$ cat config.mk
export PLATFORM = sky130hd
export DESIGN_NAME = pmg_div
export DESIGN_NICKNAME = d
export VERILOG_FILES = /design/src/hdl/pmg_div.sv
export SDC_FILE = /design/constraint.sdc
export NUM_CORES = 2
export LEC_CHECK = 0
export BUFFER_PORTS_ARGS = -buffer_cell sky130_fd_sc_hd__buf_4
export CORE_MARGIN = 2
export CORE_UTILIZATION = 45
export DETAILED_ROUTE_END_ITERATION = 8
export GPL_TIMING_DRIVEN = 1
export PLACE_DENSITY = 0.62
export SLEW_MARGIN = 10
export SYNTH_ARGS = -nofsm -noshare
export SYNTH_HDL_FRONTEND = slang
export SYNTH_SLANG_ARGS = --single-unit
$ cat constraint.sdc
create_clock -name clk -period 8.99 [get_ports clk]
set_input_delay 0.899 -clock clk [delete_from_list [all_inputs] [get_ports clk]]
set_output_delay 0.899 -clock clk [all_outputs]
set_load 0.01 [all_outputs]
$ cat src/hdl/pmg_div.sv
// Pipelined restoring divider, one quotient bit per stage.
`timescale 1ns / 1ps
`default_nettype none

module pmg_div #(
  parameter int NW = 49,
  parameter int DW = 33,
  parameter int QW = 17,
  parameter int SW = 8
) (
  input  wire logic          clk,
  input  wire logic          rst,
  input  wire logic          en,
  input  wire logic          in_valid,
  input  wire logic [NW-1:0] num,
  input  wire logic [DW-1:0] den,
  input  wire logic [SW-1:0] in_side,
  output logic               out_valid,
  output logic [QW-1:0]      quot,
  output logic [SW-1:0]      out_side
);

  logic          v_r    [0:QW];
  logic [DW-1:0] rem_r  [0:QW];
  logic [QW-1:0] low_r  [0:QW];
  logic [QW-1:0] q_r    [0:QW];
  logic [DW-1:0] d_r    [0:QW];
  logic [SW-1:0] side_r [0:QW];

  // Load: high numerator bits are the starting remainder
  always_ff @(posedge clk) begin
    if (rst) begin
      v_r[0] <= 1'b0;
    end else if (en) begin
      v_r[0] <= in_valid;
    end
    if (en) begin
      rem_r[0]  <= DW'(num >> QW);
      low_r[0]  <= num[QW-1:0];
      q_r[0]    <= '0;
      d_r[0]    <= den;
      side_r[0] <= in_side;
    end
  end

  // One trial subtraction per stage
  for (genvar s = 1; s <= QW; s++) begin : g_step
    logic [DW:0] trial;
    logic        ge;

    assign trial = {rem_r[s-1], low_r[s-1][QW-1]};
    assign ge    = trial >= {1'b0, d_r[s-1]};

    always_ff @(posedge clk) begin
      if (rst) begin
        v_r[s] <= 1'b0;
      end else if (en) begin
        v_r[s] <= v_r[s-1];
      end
      if (en) begin
        rem_r[s]  <= ge ? DW'(trial - {1'b0, d_r[s-1]}) : trial[DW-1:0];
        low_r[s]  <= {low_r[s-1][QW-2:0], 1'b0};
        q_r[s]    <= {q_r[s-1][QW-2:0], ge};
        d_r[s]    <= d_r[s-1];
        side_r[s] <= side_r[s-1];
      end
    end
  end

  assign out_valid = v_r[QW];
  assign quot      = q_r[QW];
  assign out_side  = side_r[QW];

endmodule

`default_nettype wire

==> metrics.md <==
| Metric | Value |
|---|---|
| Final #Nets | 7753 |
| CTS tree | done |
| DR iter-0 viols | 2804 |
| Number of fill cells | ~16000 |
| Grt ovf | 0 |
| Post-synthesis adder-cell area fraction | 8.88% |
| Avg Synthesized Cell Area | between 10 and 15 µm² |
| Initial antenna violation count | 2 |
| Top cells by count, synth | edfxtp_1, inv_1, a21oi_1 |
| First-pass GRT wire length | roughly 270000 µm |
| Setup crit end kind | flop |
| CP most frequent cell | inv_1 |
| Gr usage total | 18.3% |
| Clock sink count | 1589 |
| CTS clk-pin slew, worst paths | 0.06 ns |
| Compound-Gate Fraction of Synth Area | 13.9% |
| Synth Flop Type | edfxtp_1 |
| WP data required | ~9.5 ns |
| Max Buffers Root-to-Sink | 3 |
| DP Wirelength | roughly 130000 µm |
| Largest net degree at the start of global routing | 162 |
| Highest Clock Rate | around 210 MHz |
| Endpoints failing setup | 0 |
| Root buffer cell | clkbuf_16 |
| PortBufs | 119 |
| Gate Count Post-Synth | 6909 |
| Gpl congestion | 0.932 |
| Cts repair resizes | 0 |
| Routed Antenna Nets | 0 |
| Arrival time worst endpoint | 5.24 ns |
| Final Hold Vio Count | 0 |
| RSZ-0062 raised after global routing | no |
| Layout area overhead | 11.2% |
| Post-CTS setup buffers | 0 |
| DR vias | 51323 |
| Synth Warn # | 0 |
| Power per cell area | 346 mW/mm² |
| Mux cell area share after synthesis | approximately 2.9% |
| Hold Buf Count CTS | 0 |
| Share of cells above drive strength 1 | ~9% |
| Die X-Extent | 433 µm |
| Max VDD drop | 0.000187 V |
| Post-synthesis simple-gate area fraction | 7.89% |
| Syn_nets | approximately 7600 |
| Seq/Total Area, Yosys | 57.7% |
| Synth top area cells | edfxtp_1, ha_1, a21oi_1, inv_1, xnor2_1 |
| Mean number of vias per cell | 5.30 |
| EDFF count, synth | 1589 |
| Status | finished clean |
| Clock skew | 0.0311 ns |
| Ys async rst share | 0% |
| Yosys cell types | 86 |
| Die Height | ~430 µm |
| Maxcap violations | 0 |
| Worst Hold Class | primary input to flop |
| Most frequent cell after synthesis | edfxtp_1 |
| Drt pass-1 iters | 6 |
| FF+latch count, synth | 1589 |
| Clock Latency Late Sink | 0.81 ns |
| Post-Synthesis Cell Area | 0.0827 mm² |
| Worst slew margin | 29.2% |
| Setup crit start kind | flop |
| Core area | 0.183 mm² |
| Lkg Pwr | 37.3 nW |
| Slew Limit Fails | 0 |
| # rows | 157 |
| Util after Layout | 50.3% |
| H-tree depth | 4 |
| Post-route DRC | 0 |
| Largest family of logic cells by synthesized area | compound AO/OA/AOI/OAI gates |
| Share of the synthesized area in the top cell type | between 50 and 60% |
| Wirelength, routed | approximately 170000 µm |
| Crit Path Category | flop to flop |
| Cell accounting for the most synthesized area | edfxtp_1 |
| Setup_tns | 0 ns |
| Total CTS buffers | 175 |
| CP Max Fanout | 56 |
| Wire per inst | 17.7 µm |
| IO Pins | 120 |
| Tmin final | 4.70 ns |
| Period Utilization, post-route | 52.3% |
| CP peak stage delay | 0.68 ns |
| Crit-path slowest cell | a211o_2 |
| Die ar. | 0.187 mm² |
| XOR/XNOR Fraction of Synth Area | 4.75% |
| Vias in the first global route | about 50000 |
| Critical-path cell list | inv_1, ha_1, inv_1, fa_1, a21o_1, a21oi_1, o21ai_1, a2111oi_2, nor3_1, a31oi_1, o21bai_1, o31a_1, a211o_2, mux2_2 |
| Initial Util | 45.2% |
| Antenna cells | 0 |
| Least-Margin Pin Slew | 1.06 ns |
## critical path, delay by kind of cell (launching register included)
| family | cells | cell delay [ns] |
|---|---|---|
| multiplexers | 1 | 0.42 |
| adder cells (fa/ha/maj) | 2 | 0.56 |
| AO/OA/AOI/OAI | 8 | 2.71 |
| flip-flops | 1 | 0.39 |
| AND/OR/NAND/NOR | 1 | 0.19 |
| buffers and inverters | 2 | 0.13 |
## cell families (layout without fill, tap and decap cells)
family                   after synthesis  after routing
AO/OA/AOI/OAI                       1836           1836
flip-flops                          1589           1589
XOR/XNOR                             448            448
adder cells (fa/ha/maj)              577            577
AND/OR/NAND/NOR                     1393           1393
buffers and inverters                864           1173
multiplexers                         202            202
## final timing paths
path | start | to | slack, ns | cells after the start
worst max-delay path | low_r[2][16]$_DFFE_PP_ | rem_r[3][3]$_DFFE_PP_ | 4.29 | 14
worst min-delay path | num[10] | low_r[0][10]$_DFFE_PP_ | 0.27 | 1
worst max register to register | low_r[2][16]$_DFFE_PP_ | rem_r[3][3]$_DFFE_PP_ | 4.29 | 14
worst min register to register | side_r[10][2]$_DFFE_PP_ | side_r[11][2]$_DFFE_PP_ | 0.41 | 0
## where the power goes
| part | leakage, nW | switching [mW] | internal, mW |
|---|---|---|---|
| Sequential | 15.6 | 0.996 | 10.6 |
| Clock | 2.73 | 2.88 | 4.08 |
| Combinational | 19.0 | 7.43 | 5.86 |
## sequential cells by signal, summed over array words and instances, names as in the netlist
name    cells
d_r       561
q_r       153
v_r        18
rem_r     560
low_r     153
side_r    144
## stage by stage
step,std cells,worst slack (ns),power [mW],hold slack [ns],instance area (µm²)
floorplan,6909,5.30,21.6,0.400,82700
global placement,9369,4.41,24.8,0.400,86400
detailed placement,9369,4.34,25.0,0.405,86400
CTS,9682,4.34,32.1,0.183,92000
global route,9682,3.93,34.1,0.205,92000
finish,9682,4.29,31.9,0.268,92000
## placed cells by master (no fill, tap or decap), drive strengths merged, types with 72 or more instances in the layout
cell type,synthesis,routed
nor2b,73,73
nand2b,72,72
o21a,73,73
ha,561,561
nand2,414,414
edfxtp,1589,1589
clkbuf,104,218
o21ai,406,406
nand3,85,85
a21oi,636,636
a21o,305,305
inv,711,716
mux2,195,195
nor2,419,419
o21bai,80,80
nand4,79,79
buf,49,149
xor2,178,178
xnor2,270,270
## layer usage
layer / wire length [µm] / share of wire [%] / GRT usage [%]
met2: 88300 / 52 / 33.5
met4: 7190 / 4.2 / 7.81
met5: 13 / 0.0076 / 0
met3: 5340 / 3.1 / 2.59
met1: 70400 / 41 / 21.3
## cell type report
| type | count | area [µm²] | area share (%) |
|---|---|---|---|
| clock buffer | 218 | 4630 | 5.03 |
| clock inverter | 95 | 960 | 1.04 |
| tap | 2464 | 3080 | 3.35 |
| multi-input combinational | 4456 | 31700 | 34.5 |
| inverter | 711 | 2670 | 2.90 |
| timing repair buffer | 149 | 1200 | 1.31 |
| sequential | 1589 | 47700 | 51.9 |
Note: power is estimated with default switching activity, not from simulation.
